`src/rtl/first_fit_bitmap_allocator_core_defines.svh`:
```
// Assertion macros for the first-fit bitmap allocator.
`ifndef FIRST_FIT_BITMAP_ALLOCATOR_CORE_DEFINES_SVH
`define FIRST_FIT_BITMAP_ALLOCATOR_CORE_DEFINES_SVH

// same-cycle implication, sampled on clock, off during reset
`define FFBA_ASSERT_IMP(lbl, ante, cons, msg) \
   lbl: assert property (@(posedge clock) disable iff (reset) (ante) |-> (cons)) \
      else $error(msg);

// next-cycle implication, sampled on clock, off during reset
`define FFBA_ASSERT_NXT(lbl, ante, cons, msg) \
   lbl: assert property (@(posedge clock) disable iff (reset) (ante) |=> (cons)) \
      else $error(msg);

`endif

```
`src/rtl/ffba_pkg.sv`:
```
// Shared types and constants for the first-fit bitmap allocator.
package ffba_pkg;

   localparam int POOL_UNITS_DEF  = 256;
   localparam int MAX_RECORDS_DEF = 16;

   localparam int REQ_DATA_W = 24;
   localparam int REQ_USER_W = 1;
   localparam int RSP_DATA_W = 8;
   localparam int RSP_USER_W = 3;
   localparam int SIZE_W     = 9;
   localparam int FSTART_W   = 8;

   typedef enum logic [0:0] {
      ACT_ALLOC = 1'b0,
      ACT_FREE  = 1'b1
   } action_type;

   typedef enum logic [2:0] {
      ST_OK         = 3'd0,
      ST_NO_RUN     = 3'd1,
      ST_NOT_FOUND  = 3'd2,
      ST_ZERO_SIZE  = 3'd3,
      ST_TABLE_FULL = 3'd4
   } status_type;

   typedef enum logic [8:0] {
      S_CLEAR  = 9'b000000001,
      S_IDLE   = 9'b000000010,
      S_SCAN   = 9'b000000100,
      S_FILL   = 9'b000001000,
      S_LK_RD  = 9'b000010000,
      S_LK_CMP = 9'b000100000,
      S_SH_RD  = 9'b001000000,
      S_SH_WR  = 9'b010000000,
      S_REPLY  = 9'b100000000
   } state_type;

endpackage

```
`src/rtl/ffba_ram.sv`:
```
// Generic simple dual-port RAM with registered read.
module ffba_ram #(
   parameter int WIDTH = 8,
   parameter int DEPTH = 16,
   localparam int AddrW = (DEPTH > 1) ? $clog2(DEPTH) : 1
) (
   input  logic             clock,
   input  logic             wr_en,
   input  logic [AddrW-1:0] wr_addr,
   input  logic [WIDTH-1:0] wr_data,
   input  logic [AddrW-1:0] rd_addr,
   output logic [WIDTH-1:0] rd_data
);

   logic [WIDTH-1:0] mem_ff [DEPTH];
   logic [WIDTH-1:0] rd_data_ff;

   always_ff @(posedge clock) begin
      if (wr_en) begin
         mem_ff[wr_addr] <= wr_data;
      end
      rd_data_ff <= mem_ff[rd_addr];
   end

   assign rd_data = rd_data_ff;

endmodule

```
`src/rtl/first_fit_bitmap_allocator_core.sv`:
```
// First-fit bitmap allocator top level: sequencer, busy map and record table.
//
// Allocates and frees runs of units in a pool of POOL_UNITS units, keeping up to
// MAX_RECORDS live allocations. After reset the block clears the busy map unit by
// unit and accepts no request until that pass ends. Requests are handled one at a
// time; the busy map is a one-port-per-side memory read one unit per cycle. An
// allocate scans the map from unit 0 for a free run of the size, then marks each
// granted unit busy and replies. A free reads and compares the records in order
// until one matches, then moves each later record down, closes the table,
// releases each of its units and replies. Rejected requests (zero size, full
// table, size beyond the pool, empty table) go straight to the reply. A request
// may be accepted while the previous result still waits on the response side.
module first_fit_bitmap_allocator_core #(
   parameter int POOL_UNITS  = ffba_pkg::POOL_UNITS_DEF,
   parameter int MAX_RECORDS = ffba_pkg::MAX_RECORDS_DEF
) (
   input  logic                            clock,
   input  logic                            reset,
   input  logic                            req_tvalid,
   output logic                            req_tready,
   // [8:0] request_size, [16:9] free_start, [23:17] zero
   input  logic [ffba_pkg::REQ_DATA_W-1:0] req_tdata,
   // [0] action
   input  logic [ffba_pkg::REQ_USER_W-1:0] req_tuser,
   output logic                            rsp_tvalid,
   input  logic                            rsp_tready,
   // [7:0] run_start
   output logic [ffba_pkg::RSP_DATA_W-1:0] rsp_tdata,
   // [2:0] status
   output logic [ffba_pkg::RSP_USER_W-1:0] rsp_tuser
);

   import ffba_pkg::*;

   localparam int PW = $clog2(POOL_UNITS);
   localparam int RW = $clog2(MAX_RECORDS);
   localparam int CW = $clog2(MAX_RECORDS + 1);
   localparam int LW = (PW > FSTART_W) ? PW : FSTART_W;
   localparam int AW = ((PW > SIZE_W) ? PW : SIZE_W) + 1;
   localparam int RECW = PW + SIZE_W;
   localparam logic [PW-1:0] LAST_UNIT = PW'(POOL_UNITS - 1);

   state_type           state_ff, state_in;
   logic [PW-1:0]       fill_addr_ff, fill_addr_in;
   logic [SIZE_W-1:0]   fill_left_ff, fill_left_in;
   logic                fill_val_ff, fill_val_in;
   logic [PW-1:0]       scan_addr_ff, scan_addr_in;
   logic                issue_ff, issue_in;
   logic                chk_valid_ff, chk_valid_in;
   logic [PW-1:0]       chk_addr_ff, chk_addr_in;
   logic [SIZE_W-1:0]   run_ff, run_in;
   logic [SIZE_W-1:0]   size_ff, size_in;
   logic [FSTART_W-1:0] fstart_ff, fstart_in;
   logic [CW-1:0]       count_ff, count_in;
   logic [RW-1:0]       idx_ff, idx_in;
   status_type          res_status_ff, res_status_in;
   logic [7:0]          res_start_ff, res_start_in;
   logic                rsp_valid_ff, rsp_valid_in;
   status_type          rsp_status_ff, rsp_status_in;
   logic [7:0]          rsp_start_ff, rsp_start_in;

   logic                req_fire;
   logic                req_action;
   logic [SIZE_W-1:0]   req_size;
   logic [FSTART_W-1:0] req_fstart;
   logic                alloc_full_hit;

   logic                map_wr_en;
   logic                map_wr_data;
   logic                map_rd_data;
   logic                rec_wr_en;
   logic [RW-1:0]       rec_wr_addr;
   logic [RECW-1:0]     rec_wr_data;
   logic [RW-1:0]       rec_rd_addr;
   logic [RECW-1:0]     rec_rd_data;
   logic [PW-1:0]       rec_start;
   logic [SIZE_W-1:0]   rec_size;

   logic [SIZE_W-1:0]   run_next;
   logic [AW-1:0]       first_wide;
   logic [PW-1:0]       first_unit;

   assign req_tready = (state_ff == S_IDLE);
   assign req_fire   = req_tvalid && req_tready;
   assign req_action = req_tuser[0];
   assign req_size   = req_tdata[SIZE_W-1:0];
   assign req_fstart = req_tdata[SIZE_W+FSTART_W-1:SIZE_W];

   assign alloc_full_hit = req_fire && (req_action == ACT_ALLOC) && (req_size != '0)
                           && (count_ff == CW'(MAX_RECORDS));

   assign rsp_tvalid = rsp_valid_ff;
   assign rsp_tdata  = rsp_start_ff;
   assign rsp_tuser  = rsp_status_ff;

   assign rec_start  = rec_rd_data[RECW-1:SIZE_W];
   assign rec_size   = rec_rd_data[SIZE_W-1:0];

   assign run_next   = map_rd_data ? '0 : run_ff + 1'b1;
   assign first_wide = AW'(chk_addr_ff) + AW'(1) - AW'(size_ff);
   assign first_unit = first_wide[PW-1:0];

   assign map_wr_en   = (state_ff == S_CLEAR) || (state_ff == S_FILL);
   assign map_wr_data = (state_ff == S_FILL) ? fill_val_ff : 1'b0;
   assign rec_rd_addr = (state_ff == S_SH_RD) ? idx_ff + 1'b1 : idx_ff;
   assign rec_wr_addr = (state_ff == S_SCAN) ? count_ff[RW-1:0] : idx_ff;

   ffba_ram #(
      .WIDTH (1),
      .DEPTH (POOL_UNITS)
   ) u_busy_map (
      .clock   (clock),
      .wr_en   (map_wr_en),
      .wr_addr (fill_addr_ff),
      .wr_data (map_wr_data),
      .rd_addr (scan_addr_ff),
      .rd_data (map_rd_data)
   );

   ffba_ram #(
      .WIDTH (RECW),
      .DEPTH (MAX_RECORDS)
   ) u_records (
      .clock   (clock),
      .wr_en   (rec_wr_en),
      .wr_addr (rec_wr_addr),
      .wr_data (rec_wr_data),
      .rd_addr (rec_rd_addr),
      .rd_data (rec_rd_data)
   );

   always_comb begin
      state_in      = state_ff;
      fill_addr_in  = fill_addr_ff;
      fill_left_in  = fill_left_ff;
      fill_val_in   = fill_val_ff;
      scan_addr_in  = scan_addr_ff;
      issue_in      = issue_ff;
      chk_valid_in  = 1'b0;
      chk_addr_in   = chk_addr_ff;
      run_in        = run_ff;
      size_in       = size_ff;
      fstart_in     = fstart_ff;
      count_in      = count_ff;
      idx_in        = idx_ff;
      res_status_in = res_status_ff;
      res_start_in  = res_start_ff;
      rsp_valid_in  = rsp_valid_ff && !rsp_tready;
      rsp_status_in = rsp_status_ff;
      rsp_start_in  = rsp_start_ff;
      rec_wr_en     = 1'b0;
      rec_wr_data   = rec_rd_data;

      case (state_ff)
         S_CLEAR: begin
            fill_addr_in = fill_addr_ff + 1'b1;
            if (fill_addr_ff == LAST_UNIT) begin
               state_in = S_IDLE;
            end
         end
         S_IDLE: begin
            if (req_fire) begin
               size_in      = req_size;
               fstart_in    = req_fstart;
               res_start_in = '0;
               state_in     = S_REPLY;
               if (req_action == ACT_ALLOC) begin
                  if (req_size == '0) begin
                     res_status_in = ST_ZERO_SIZE;
                  end else if (count_ff == CW'(MAX_RECORDS)) begin
                     res_status_in = ST_TABLE_FULL;
                  end else if (32'(req_size) > 32'(POOL_UNITS)) begin
                     res_status_in = ST_NO_RUN;
                  end else begin
                     scan_addr_in = '0;
                     issue_in     = 1'b1;
                     run_in       = '0;
                     state_in     = S_SCAN;
                  end
               end else begin
                  if (count_ff == '0) begin
                     res_status_in = ST_NOT_FOUND;
                  end else begin
                     idx_in   = '0;
                     state_in = S_LK_RD;
                  end
               end
            end
         end
         S_SCAN: begin
            if (issue_ff) begin
               chk_valid_in = 1'b1;
               chk_addr_in  = scan_addr_ff;
               if (scan_addr_ff == LAST_UNIT) begin
                  issue_in = 1'b0;
               end else begin
                  scan_addr_in = scan_addr_ff + 1'b1;
               end
            end
            if (chk_valid_ff) begin
               run_in = run_next;
               if (run_next == size_ff) begin
                  rec_wr_en     = 1'b1;
                  rec_wr_data   = {first_unit, size_ff};
                  count_in      = count_ff + 1'b1;
                  fill_addr_in  = first_unit;
                  fill_left_in  = size_ff;
                  fill_val_in   = 1'b1;
                  res_status_in = ST_OK;
                  res_start_in  = 8'(first_unit);
                  state_in      = S_FILL;
               end else if (chk_addr_ff == LAST_UNIT) begin
                  res_status_in = ST_NO_RUN;
                  state_in      = S_REPLY;
               end
            end
         end
         S_FILL: begin
            fill_addr_in = fill_addr_ff + 1'b1;
            fill_left_in = fill_left_ff - 1'b1;
            if (fill_left_ff == SIZE_W'(1)) begin
               state_in = S_REPLY;
            end
         end
         S_LK_RD: begin
            state_in = S_LK_CMP;
         end
         S_LK_CMP: begin
            if (LW'(rec_start) == LW'(fstart_ff)) begin
               fill_addr_in  = rec_start;
               fill_left_in  = rec_size;
               fill_val_in   = 1'b0;
               res_status_in = ST_OK;
               state_in      = S_SH_RD;
            end else if (CW'(idx_ff) + CW'(1) == count_ff) begin
               res_status_in = ST_NOT_FOUND;
               state_in      = S_REPLY;
            end else begin
               idx_in   = idx_ff + 1'b1;
               state_in = S_LK_RD;
            end
         end
         S_SH_RD: begin
            if (CW'(idx_ff) + CW'(1) >= count_ff) begin
               count_in = count_ff - 1'b1;
               state_in = S_FILL;
            end else begin
               state_in = S_SH_WR;
            end
         end
         S_SH_WR: begin
            rec_wr_en   = 1'b1;
            rec_wr_data = rec_rd_data;
            idx_in      = idx_ff + 1'b1;
            state_in    = S_SH_RD;
         end
         S_REPLY: begin
            if (!rsp_valid_ff || rsp_tready) begin
               rsp_valid_in  = 1'b1;
               rsp_status_in = res_status_ff;
               rsp_start_in  = res_start_ff;
               state_in      = S_IDLE;
            end
         end
         default: begin
            state_in = S_IDLE;
         end
      endcase
   end

   always_ff @(posedge clock) begin
      if (reset) begin
         state_ff     <= S_CLEAR;
         fill_addr_ff <= '0;
         issue_ff     <= 1'b0;
         chk_valid_ff <= 1'b0;
         count_ff     <= '0;
         rsp_valid_ff <= 1'b0;
      end else begin
         state_ff     <= state_in;
         fill_addr_ff <= fill_addr_in;
         issue_ff     <= issue_in;
         chk_valid_ff <= chk_valid_in;
         count_ff     <= count_in;
         rsp_valid_ff <= rsp_valid_in;
      end
   end

   always_ff @(posedge clock) begin
      fill_left_ff  <= fill_left_in;
      fill_val_ff   <= fill_val_in;
      scan_addr_ff  <= scan_addr_in;
      chk_addr_ff   <= chk_addr_in;
      run_ff        <= run_in;
      size_ff       <= size_in;
      fstart_ff     <= fstart_in;
      idx_ff        <= idx_in;
      res_status_ff <= res_status_in;
      res_start_ff  <= res_start_in;
      rsp_status_ff <= rsp_status_in;
      rsp_start_ff  <= rsp_start_in;
   end

`include "first_fit_bitmap_allocator_core_defines.svh"

   `FFBA_ASSERT_IMP(a_count_bound, 1'b1, count_ff <= CW'(MAX_RECORDS), "record count overflow")
   `FFBA_ASSERT_NXT(a_full_count, alloc_full_hit, $stable(count_ff), "full table count moved")
   `FFBA_ASSERT_IMP(a_run_below_size, state_ff == S_SCAN, run_ff < size_ff, "run overran size")

endmodule

```
`config.mk`:
```
export PLATFORM = sky130hd
export DESIGN_NAME = first_fit_bitmap_allocator_core
export DESIGN_NICKNAME = d
export VERILOG_FILES = /design/src/rtl/ffba_pkg.sv /design/src/rtl/ffba_ram.sv /design/src/rtl/first_fit_bitmap_allocator_core.sv
export VERILOG_INCLUDE_DIRS = /design/src /design/src/rtl
export SDC_FILE = /design/constraint.sdc
export NUM_CORES = 1
export LEC_CHECK = 0
export BUFFER_PORTS_ARGS = -buffer_cell sky130_fd_sc_hd__buf_2
export CAP_MARGIN = 10
export CORE_AREA = 2 2 239 241
export DETAILED_ROUTE_END_ITERATION = 10
export DIE_AREA = 0 0 241 243
export PLACE_DENSITY = 0.65
export SLEW_MARGIN = 0
export SYNTH_ARGS = -nofsm -noshare
export SYNTH_HDL_FRONTEND = slang
export SYNTH_HIERARCHICAL = 1
export SYNTH_SLANG_ARGS = --single-unit
```
`constraint.sdc`:
```
create_clock -name clock -period 7.8 [get_ports clock]
set_clock_uncertainty 0.2 [all_clocks]
set_input_delay 0 -clock clock [delete_from_list [all_inputs] [get_ports clock]]
set_output_delay 0 -clock clock [all_outputs]
set_load 0.01 [all_outputs]
```
# ---- Word level (Yosys, flattened, before mapping)
# Memories as Yosys holds them, arrays and structs flattened. A register that Yosys moved wholly into a read port is not among the register bits.
# Index checks and enable logic that the tools add are counted.
dict set report totals {
  reg_bits 103
  latchBits 0
  mem_bits_rw 528
  rom_bits 0
  input_bits 29
  output_inout_bits 13
  mem_count 2
}
dict set report classes {
  n_addsub 10
  n_mul 0
  n_div 0
  n_lt_le_gt_ge 2
  n_eq_ne 39
  shift 0
  n_mux 92
  bitwise 1
  n_reduce_logical 31
}
# memory depth word_bits rd rd_clocked_by_memory_dff wr line
set memory_table {}
lappend memory_table {u_records.mem_ff 16 17 1 1 1 ffba_ram.sv:15} ;# logic [WIDTH-1:0] mem_ff [DEPTH];
lappend memory_table {u_busy_map.mem_ff 256 1 1 1 1 ffba_ram.sv:15}
# cell n
set ops {}
lappend ops {{$mux 9} 24}
lappend ops {{$mux 8} 12}
lappend ops {{$pmux 9 s9} 1}
lappend ops {{$mux 17} 3}
lappend ops {{$mux 3} 11}
lappend ops {{$pmux 8 s2} 2}
lappend ops {{$mux 4} 7}
lappend ops {{$pmux 9 s3} 1}
lappend ops {{$add 8x1->8 const B} 3}
lappend ops {{$eq 8x8->1 const B} 3}
lappend ops {{$ne 2x2->1 const B} 12}
lappend ops {{$pmux 8 s3} 1}
lappend ops {{$mux 1} 20}
lappend ops {{$reduce_and 4->1} 5}
lappend ops {{$eq 9x1->1 const B} 2}
lappend ops {{$pmux 9 s2} 1}
lappend ops {{$reduce_and 6->1} 3}
lappend ops {{$mux 5} 3}
lappend ops {{$reduce_and 7->1} 2}
lappend ops {{$ne 2x1->1 const B} 6}
lappend ops {{$pmux 4 s3} 1}
lappend ops {{$reduce_bool 3->1} 4}
lappend ops {{$pmux 5 s2} 1}
lappend ops {{$add 9x1->9 const B} 1}
lappend ops {{36 further kinds} 46}

# ---- Logic depth before layout (Yosys ltp)
# Gate-level depths: netlist (run 1).
dict set report logic_depth {
  ltp_word 8
  ltp_mapped 14
  depth_no_buf 14
}

# ---- Hierarchy
# Netlist (run 1), hierarchy kept.
# mod n_inst cells_each area_each_um2 seq_area_each_um2
set modules_own_cells {}
lappend modules_own_cells {{ffba_ram (u_busy_map)} 1 788 11128.2 7707.4}
lappend modules_own_cells {{ffba_ram (u_records)} 1 458 10637.7 8508.2}
lappend modules_own_cells {first_fit_bitmap_allocator_core 1 594 5921.9 2842.7}

# ---- Worst setup path after synthesis (run 1)
# Ideal clock, no wire load.
dict set report synth_timing {
  path_kind {register -> register}
  start {reg state_ff[7]}
  end {mem u_busy_map.mem_ff[0] (data pin)}
  setup_ns 0.870
  arrival_ns 4.764
  t_required_ns 6.730
  setup_slack_ns 1.967
  stages_incl_launch_ff 5
  path_buffers 1
  synth_period_minus_slack_ns 5.833
  cell_sequence {dfxtp_1 -> buf_2 -> or4_4 -> nor3_1 -> and2_1}
}
dict set report synth_between {
  elab_chain_len 2
}
# element line
set synth_lines {}
lappend synth_lines {{start, declared} first_fit_bitmap_allocator_core.sv:43} ;# state_type state_ff, state_in;
lappend synth_lines {{start signal, assigned} first_fit_bitmap_allocator_core.sv:280} ;# state_ff <= state_in;
lappend synth_lines {{$eq 9x4->1} first_fit_bitmap_allocator_core.sv:104} ;# assign map_wr_data = (state_ff == S_FILL) ? fill_val_ff : 1'b0;
lappend synth_lines {{$mux 1} first_fit_bitmap_allocator_core.sv:104}
lappend synth_lines {{net map_wr_data} first_fit_bitmap_allocator_core.sv:69} ;# logic map_wr_data;
lappend synth_lines {{end, declared} ffba_ram.sv:15}
# The timed path passes the listed nets, and every way through them passes these cells.

# ---- Final worst setup path (run 1)
dict set report layout_timing {
  start {reg run_ff[0]}
  end {mem u_records/mem_ff[2][16] (netlist bit), enable pin}
}
dict set report layout_between {
  elab_chain_len 8
}
# element line
set layout_lines {}
lappend layout_lines {{start, declared} first_fit_bitmap_allocator_core.sv:51} ;# logic [SIZE_W-1:0] run_ff, run_in;
lappend layout_lines {{start signal, assigned} first_fit_bitmap_allocator_core.sv:294} ;# run_ff <= run_in;
lappend layout_lines {{$add 9x1->9} first_fit_bitmap_allocator_core.sv:99} ;# assign run_next = map_rd_data ? '0 : run_ff + 1'b1;
lappend layout_lines {{$mux 9} first_fit_bitmap_allocator_core.sv:99}
lappend layout_lines {{$eq 9x9->1} first_fit_bitmap_allocator_core.sv:202} ;# if (run_next == size_ff) begin
lappend layout_lines {{$mux 1} first_fit_bitmap_allocator_core.sv:202}
lappend layout_lines {{$mux 1} first_fit_bitmap_allocator_core.sv:200} ;# if (chk_valid_ff) begin
lappend layout_lines {{$pmux 1 s2} first_fit_bitmap_allocator_core.sv:154} ;# case (state_ff)
lappend layout_lines {{net rec_wr_en} first_fit_bitmap_allocator_core.sv:71} ;# logic rec_wr_en;
lappend layout_lines {{$mux 1} ffba_ram.sv:19} ;# if (wr_en) begin
lappend layout_lines {{$mux 1 (implied by the code)} ffba_ram.sv:20} ;# mem_ff[wr_addr] <= wr_data;
lappend layout_lines {{end, declared} ffba_ram.sv:15}
# The timed path passes the listed nets, and every way through them passes these cells.

==> flow_metrics.env, run 1 <==
export IMPL_fp_row_count=87
export IMPL_cpPeakStageDelay_ns=0.94
export IMPL_avgSynthCellArea_sq_um=15.0
export IMPL_power_density_nw_per_um2=262
export IMPL_outcome="complete, no violations"
export IMPL_yosys_top_cells_area="edfxtp_1, mux4_2, nor2_1"
export IMPL_leakage_uw=0.00988
export IMPL_setup_viol=0
export IMPL_grt_pass1_wl_mm=96.4
export IMPL_wirelength_mm=64.0
export IMPL_synth_main_ff_cell="edfxtp_1"
export IMPL_yosysWarnings=6
export IMPL_postSynth_asyncResetShare=0
export IMPL_port_buffers=34
export IMPL_cts_buffers=69
export IMPL_synth_xor_xnor_area_share=0.0173
export IMPL_ys_seq_area_frac=0.688
export IMPL_place_congestion=0.860
export IMPL_crit_arrival_ns=5.51
export IMPL_start_kind="register"
export IMPL_post_cts_buffers=0
export IMPL_final_hold_viol_count=0
export IMPL_fp_dieH_um=243
export IMPL_dp_hpwl_mm=38.6
export IMPL_syn_to_final_growth_pct=13.0
export IMPL_clock_latency_ns=0.62
export IMPL_cp_slowest_cell="nor2_2"
export IMPL_rsz0062_at_grt="no"
export IMPL_fillers=4469
export IMPL_io_pins=42
export IMPL_synth_top_family_by_area="multiplexers"
export IMPL_drt_pass1_iter_count=6
export IMPL_grt_pass1_vias=16100
export IMPL_vias=16300
export IMPL_synth_cell_types=76
export IMPL_viasPerCell=5.95
export IMPL_fin_crit_ns=5.48
export IMPL_crit_fanout=32
export IMPL_min_path_type="in2reg"
export IMPL_crit_path_end_kind="register"
export IMPL_synthTopCellsByCount="edfxtp_1, nor2_1, mux4_2, nand2_1, clkbuf_1"
export IMPL_avgRoutedWirePerCell_um=23.4
export IMPL_synth_most_common_cell="edfxtp_1"
export IMPL_die_area_sq_um=58600
export IMPL_critPathKind="reg2reg"
export IMPL_antenna_found_initial=0
export IMPL_synth_edf_count=606
export IMPL_slew_headroom=0.193
export IMPL_nNetsFinal=1988
export IMPL_cp_required_ns=7.83
export IMPL_vdd_drop_max_mv=0.171
export IMPL_synthMuxAreaShare=0.113
export IMPL_drv_cap=0
export IMPL_netlist_instances=1840
export IMPL_clk_pin_slew_ns=0.06
export IMPL_finalCoreUtilization=0.559
export IMPL_synth_seq_cells=649
export IMPL_die_w_um=241
export IMPL_setup_tns_ns=0
export IMPL_start_util=0.495
export IMPL_clock_path_buffers=3
export IMPL_synth_area_sq_um=27700
export IMPL_root_buffer="clkbuf_16"
export IMPL_fp_coreArea_sq_um=56000
export IMPL_synth_adder_area_share=0.0136
export IMPL_yosysTopAreaCell="edfxtp_1"
export IMPL_ant_nets=0
export IMPL_worst_pin_slew_ns=1.21
export IMPL_drc_errors=0
export IMPL_tritoncts="built"
export IMPL_drtIter0Drc=1840
export IMPL_worst_path_buf_inv=0
export IMPL_slew_violations=0
export IMPL_cts_sinks=649
export IMPL_crit_family="simple AND/OR/NAND/NOR gates"
export IMPL_drive_gt1_frac=0.163
export IMPL_antennaDiodeCount=0
export IMPL_synth_top_area_frac=0.657
export IMPL_grt_overflow_total=0
export IMPL_synth_compound_area_frac=0.0482
export IMPL_fin_crit_sh=0.703
export IMPL_grt_max_degree=135
export IMPL_fmax_ghz=0.182
export IMPL_htreeDepth=3
export IMPL_yosys_area_share_simple=0.0976
export IMPL_crit_chain="ha_1 > nor4b_1 > a31oi_1 > o32ai_1 > nand3_1 > nor4b_4 > nand3_2 > nand2_1 > or3b_2 > nor2_2"
export IMPL_grtUsageTotal=0.221
export IMPL_synthesis_nets=1898
## routing by layer
metal  GRT usage  vias up  wire length (um)
met3      0.0326      104              4450
met1       0.319     8332             27600
met4      0.0681        0              1360
met2       0.348      628             30600
li1            -     7217                 -
met5           0        -                 0
## stage by stage
step           worst slack (ns)  instance area, sq um  power, uW  hold WS [ns]  std cells
5_1_grt                    2.06                 31300       8480         0.129       2738
6_report                   2.32                 31300       8200         0.130       2738
3_5_place_dp               2.40                 28700       5090       -0.0219       2575
4_1_cts                    2.38                 31300       8240        0.0687       2737
2_1_floorplan              1.97                 27700       4760        -0.117       1840
3_3_place_gp               2.49                 28700       5060       -0.0197       2575
## worst min-delay path, cell delays in order
cell	delay [ns]
dlygate4sd3_1	0.54
buf_2	0.16
nor4_1	0.07
## worst paths after layout
check                           startpoint                                 to  slack, ns  depth (start not counted)
min                              req_tuser         res_status_ff[2]$_DFFE_PP_       0.13                          3
min reg2reg  res_start_ff[0]$_SDFFCE_PN0P_             rsp_tdata[0]$_DFFE_PP_       0.22                          0
max                run_ff[0]$_SDFFCE_PN0P_  u_records/mem_ff[2][16]$_DFFE_PP_       2.32                         10
max reg2reg        run_ff[0]$_SDFFCE_PN0P_  u_records/mem_ff[2][16]$_DFFE_PP_       2.32                         10
## timing repair
item / in CTS / in global routing
gates resized for setup: 0 / 0
hold buffers: 39 / 0
endpoints found under the hold margin: 60 / 0
## kinds of logic after synthesis
group,Yosys count
buffers and inverters,130
adders and majority gates,29
AOI/OAI and AO/OA,198
muxes,173
xor gates and xnor gates,53
and+or+nand+nor,608
DFF,649
## power by group
group	internal, uW	total (uW)	switching, uW
registers	3960	4080	113
clock network	1790	3160	1370
logic	311	964	652
## sequential cells by signal (all words and copies together), names as in the netlist, 4 cells and up
signal and count:
count_ff 5, chk_addr_ff 8, size_ff 9, fill_left_ff 9, u_busy_map/mem_ff 256, state_ff 9
fstart_ff 8, res_start_ff 8, fill_addr_ff 8, scan_addr_ff 8, u_records/mem_ff 272, u_records/rd_data 17
rsp_tdata 8, idx_ff 4, run_ff 9
## layout make-up
cell class | count | area, sq um | area share
Clock buffer | 90 | 1850 | 0.0590
Tap cell | 756 | 946 | 0.0302
Inverter | 31 | 116 | 0.00372
Multi-Input combinational cell | 1061 | 8090 | 0.259
Sequential cell | 649 | 19100 | 0.609
Clock inverter | 33 | 325 | 0.0104
Timing Repair Buffer | 118 | 898 | 0.0287
## layout by cell type, fill, tap and decap left out, drive strengths merged, types with 6 or more instances in the layout
cell type / n
edfxtp: 606
nor2: 342
inv: 36
nand4: 11
a21o: 10
o22ai: 28
xor2: 17
buf: 78
a21oi: 32
nand2: 107
dfxtp: 43
nor4: 14
and2: 8
a22oi: 50
a22o: 7
o21ai: 31
clkbuf: 91
nor2b: 15
dlygate4sd3: 39
mux4: 110
nand2b: 8
clkinv: 21
ha: 27
nand3: 37
xnor2: 35
a31oi: 6
or3: 6
mux2i: 56
nand3b: 6
mux2: 7
nor3: 28
No activity file was read; power rests on OpenSTA's default activity.
==> run 2: changes to the inputs <==
--- a/config.mk
+++ b/config.mk
@@ -6,11 +6,12 @@
 export SDC_FILE = /design/constraint.sdc
 export NUM_CORES = 1
 export LEC_CHECK = 0
+export ABC_AREA = 1
 export BUFFER_PORTS_ARGS = -buffer_cell sky130_fd_sc_hd__buf_2
 export CAP_MARGIN = 10
-export CORE_AREA = 2 2 239 241
+export CORE_AREA = 2 2 248 250
 export DETAILED_ROUTE_END_ITERATION = 10
-export DIE_AREA = 0 0 241 243
+export DIE_AREA = 0 0 250 252
 export PLACE_DENSITY = 0.65
 export SLEW_MARGIN = 0
 export SYNTH_ARGS = -nofsm -noshare
==> constraint.sdc (replaced) <==
create_clock -name clock -period 5.4 [get_ports clock]
set_clock_uncertainty 0.2 [all_clocks]
set_input_delay 0 -clock clock [delete_from_list [all_inputs] [get_ports clock]]
set_output_delay 0 -clock clock [all_outputs]
set_load 0.01 [all_outputs]
==> flow_metrics.env, run 2 <==
export IMPL_final_common_cell="nand2_1"
export IMPL_synth_edf_count=606
export IMPL_clock_latency_ns=0.62
export IMPL_cpPeakStageDelay_ns=0.51
export IMPL_cp_required_ns=5.50
export IMPL_synth_main_ff_cell="edfxtp_1"
export IMPL_crit_path_end_kind="register"
export IMPL_slew_headroom=0.116
export IMPL_post_cts_buffers=0
export IMPL_nNetsFinal=3144
export IMPL_largest_reg_flops=272
export IMPL_synth_area_sq_um=29800
export IMPL_start_util=0.496
export IMPL_postSynth_asyncResetShare=0
export IMPL_fin_total_pwr_uw=13200
export IMPL_drtIter0Drc=2114
export IMPL_grt_pass1_wl_mm=116
export IMPL_rsz0062_at_grt="no"
export IMPL_port_buffers=34
export IMPL_fin_crit_sh=0.747
export IMPL_yosys_top_cells_area="edfxtp_1, nand2_1, nand3_1"
export IMPL_outcome="complete, no violations"
export IMPL_worst_path_buf_inv=1
export IMPL_crit_chain="ha_1 > nand2_1 > nand2_1 > nand2_1 > nor2_1 > nand2_1 > nor2_1 > nand2_1 > nor2_2 > nand4_4 > nor2_1 > nand2_2 > nand2_1 > nand3_1 > nor2_2 > buf_4"
export IMPL_grtUsageTotal=0.239
export IMPL_dp_cells=3756
export IMPL_cp_slowest_cell="nor2_2"
export IMPL_setup_tns_ns=0
export IMPL_yosysWarnings=6
export IMPL_critPathKind="reg2reg"
export IMPL_drc_errors=0
export IMPL_setup_viol=0
export IMPL_crit_top_cell="nand2_1"
export IMPL_grt_max_degree=257
export IMPL_antenna_found_initial=1
export IMPL_fmax_ghz=0.248
export IMPL_syn_to_final_growth_pct=11.3
export IMPL_synth_seq_cells=649
export IMPL_power_density_nw_per_um2=397
export IMPL_place_congestion=0.860
export IMPL_synthTopCellsByCount="nand2_1, edfxtp_1, nand3_1, nor2_1, inv_1"
export IMPL_synth_cell_types=48
export IMPL_fin_crit_ns=4.03
export IMPL_start_kind="register"
export IMPL_slew_violations=0
export IMPL_avgRoutedWirePerCell_um=19.1
export IMPL_rrSetupSlack_ns=1.37
export IMPL_fp_dieH_um=252
export IMPL_tritoncts="built"
export IMPL_dp_hpwl_mm=42.8
export IMPL_synthesis_nets=3111
export IMPL_ys_seq_area_frac=0.639
export IMPL_final_cell_mix="nand2_1, edfxtp_1, nand3_1"
export IMPL_htreeDepth=3
export IMPL_clock_path_buffers=3
export IMPL_min_path_type="in2reg"
export IMPL_crit_fanout=35
export IMPL_synth_most_common_cell="nand2_1"
export IMPL_vias=21400
export IMPL_die_area_sq_um=63000
export IMPL_drt_pass1_iter_count=7
export IMPL_synth_top_area_frac=0.610
export IMPL_root_buffer="clkbuf_16"
export IMPL_netlist_instances=3053
export IMPL_wirelength_mm=75.0
export IMPL_antennaDiodeCount=0
export IMPL_io_pins=42
export IMPL_regMostFlops="u_records/mem_ff"
export IMPL_fp_row_count=90
export IMPL_worst_pin_slew_ns=1.32
export IMPL_vdd_drop_max_mv=0.327
export IMPL_ant_nets=0
export IMPL_die_w_um=250
export IMPL_grt_pass1_vias=20900
export IMPL_avgSynthCellArea_sq_um=9.77
export IMPL_crit_family="simple AND/OR/NAND/NOR gates"
export IMPL_drive_gt1_frac=0.0691
export IMPL_viasPerCell=5.45
export IMPL_cts_sinks=649
export IMPL_yosysTopAreaCell="edfxtp_1"
export IMPL_drv_cap=0
export IMPL_crit_arrival_ns=4.14
export IMPL_cts_buffers=70
export IMPL_clk_pin_slew_ns=0.06
export IMPL_leakage_uw=0.0130
export IMPL_final_hold_viol_count=0
export IMPL_final_cells=3921
export IMPL_fp_coreArea_sq_um=60100
export IMPL_grt_overflow_total=0
[run 2: cell types whose count changed after synthesis, moves of 15 or more]
cell,change
a22oi_1,-50
mux2i_1,-56
mux4_2,-107
nor2_1,+51
o22ai_1,-26
nand2_1,+719
inv_1,+291
xnor2_1,-28
nand3_1,+458
nor2b_1,-15
buf_6,+18
buf_2,+23
[run 2: what timing repair did]
| item | CTS | global route |
|---|---|---|
| hold buffers | 40 | 0 |
| endpoints found under the hold margin | 79 | 0 |
| gates resized for setup | 0 | 0 |
| endpoints found under the setup margin | 0 | 0 |
[run 2: final timing paths]
path,from,endpoint,depth (start not counted)
worst max-delay path,run_ff[0]$_SDFFCE_PN0P_,u_records/mem_ff[14][12]$_DFFE_PP_,16
worst min-delay path,req_tuser,res_status_ff[2]$_DFFE_PP_,3
worst max register to register,run_ff[0]$_SDFFCE_PN0P_,u_records/mem_ff[14][12]$_DFFE_PP_,16
worst min register to register,res_start_ff[4]$_SDFFCE_PN0P_,rsp_tdata[4]$_DFFE_PP_,0
[run 2: layout make-up]
class | instances | area (sq um)
Fill cell | 5154 | 26900
Sequential cell | 649 | 19100
Multi-Input combinational cell | 1922 | 8770
Clock buffer | 97 | 1930
Inverter | 329 | 1240
Tap cell | 782 | 978
Timing Repair Buffer | 114 | 896
Clock inverter | 28 | 354
[run 2: worst reg2reg max path, stage by stage (launching register included)]
cell and delay (ns):
edfxtp_1 0.42, ha_1 0.33, nand2_1 0.08, nand2_1 0.07, nand2_1 0.06, nor2_1 0.14, nand2_1 0.07, nor2_1 0.10
nand2_1 0.07, nor2_2 0.13, nand4_4 0.14, nor2_1 0.14, nand2_2 0.41, nand2_1 0.31, nand3_1 0.22, nor2_2 0.51
buf_4 0.33
[run 2: cell families after synthesis]
group	after synthesis	share of synthesized area
DFF	649	0.639
and+or+nand+nor	1775	0.252
AOI/OAI and AO/OA	88	0.0177
adders and majority gates	29	0.0127
buffers and inverters	482	0.0704
xor gates and xnor gates	30	0.00881
[run 2: layer usage]
metal / vias to the layer above / routed length (um) / GRT usage
li1: 10200 / - / -
met1: 10300 / 30400 / 0.311
met2: 781 / 36600 / 0.405
met3: 167 / 5410 / 0.0334
met4: 2 / 2610 / 0.0953
met5: - / 3 / 0
[run 2: power by group]
group          internal, uW  switching [uW]  leakage (uW)  total (uW)
Clock                  2810            1980       0.00110        4790
Combinational           551            1730       0.00627        2280
Sequential             5910             210       0.00561        6120
Total                  9270            3920        0.0130       13200
[run 2: metrics by stage]
| step | utilization | hold WS, ns | setup slack, ns | area, sq um |
|---|---|---|---|---|
| global placement | 0.508 | -0.0227 | 1.37 | 30500 |
| CTS | 0.552 | 0.0464 | 1.37 | 33200 |
| floorplan | - | -0.130 | 1.29 | 29800 |
| finish | 0.552 | 0.0689 | 1.37 | 33200 |
| detailed placement | 0.508 | -0.0219 | 1.38 | 30500 |
| global route | 0.552 | 0.0816 | 1.03 | 33200 |
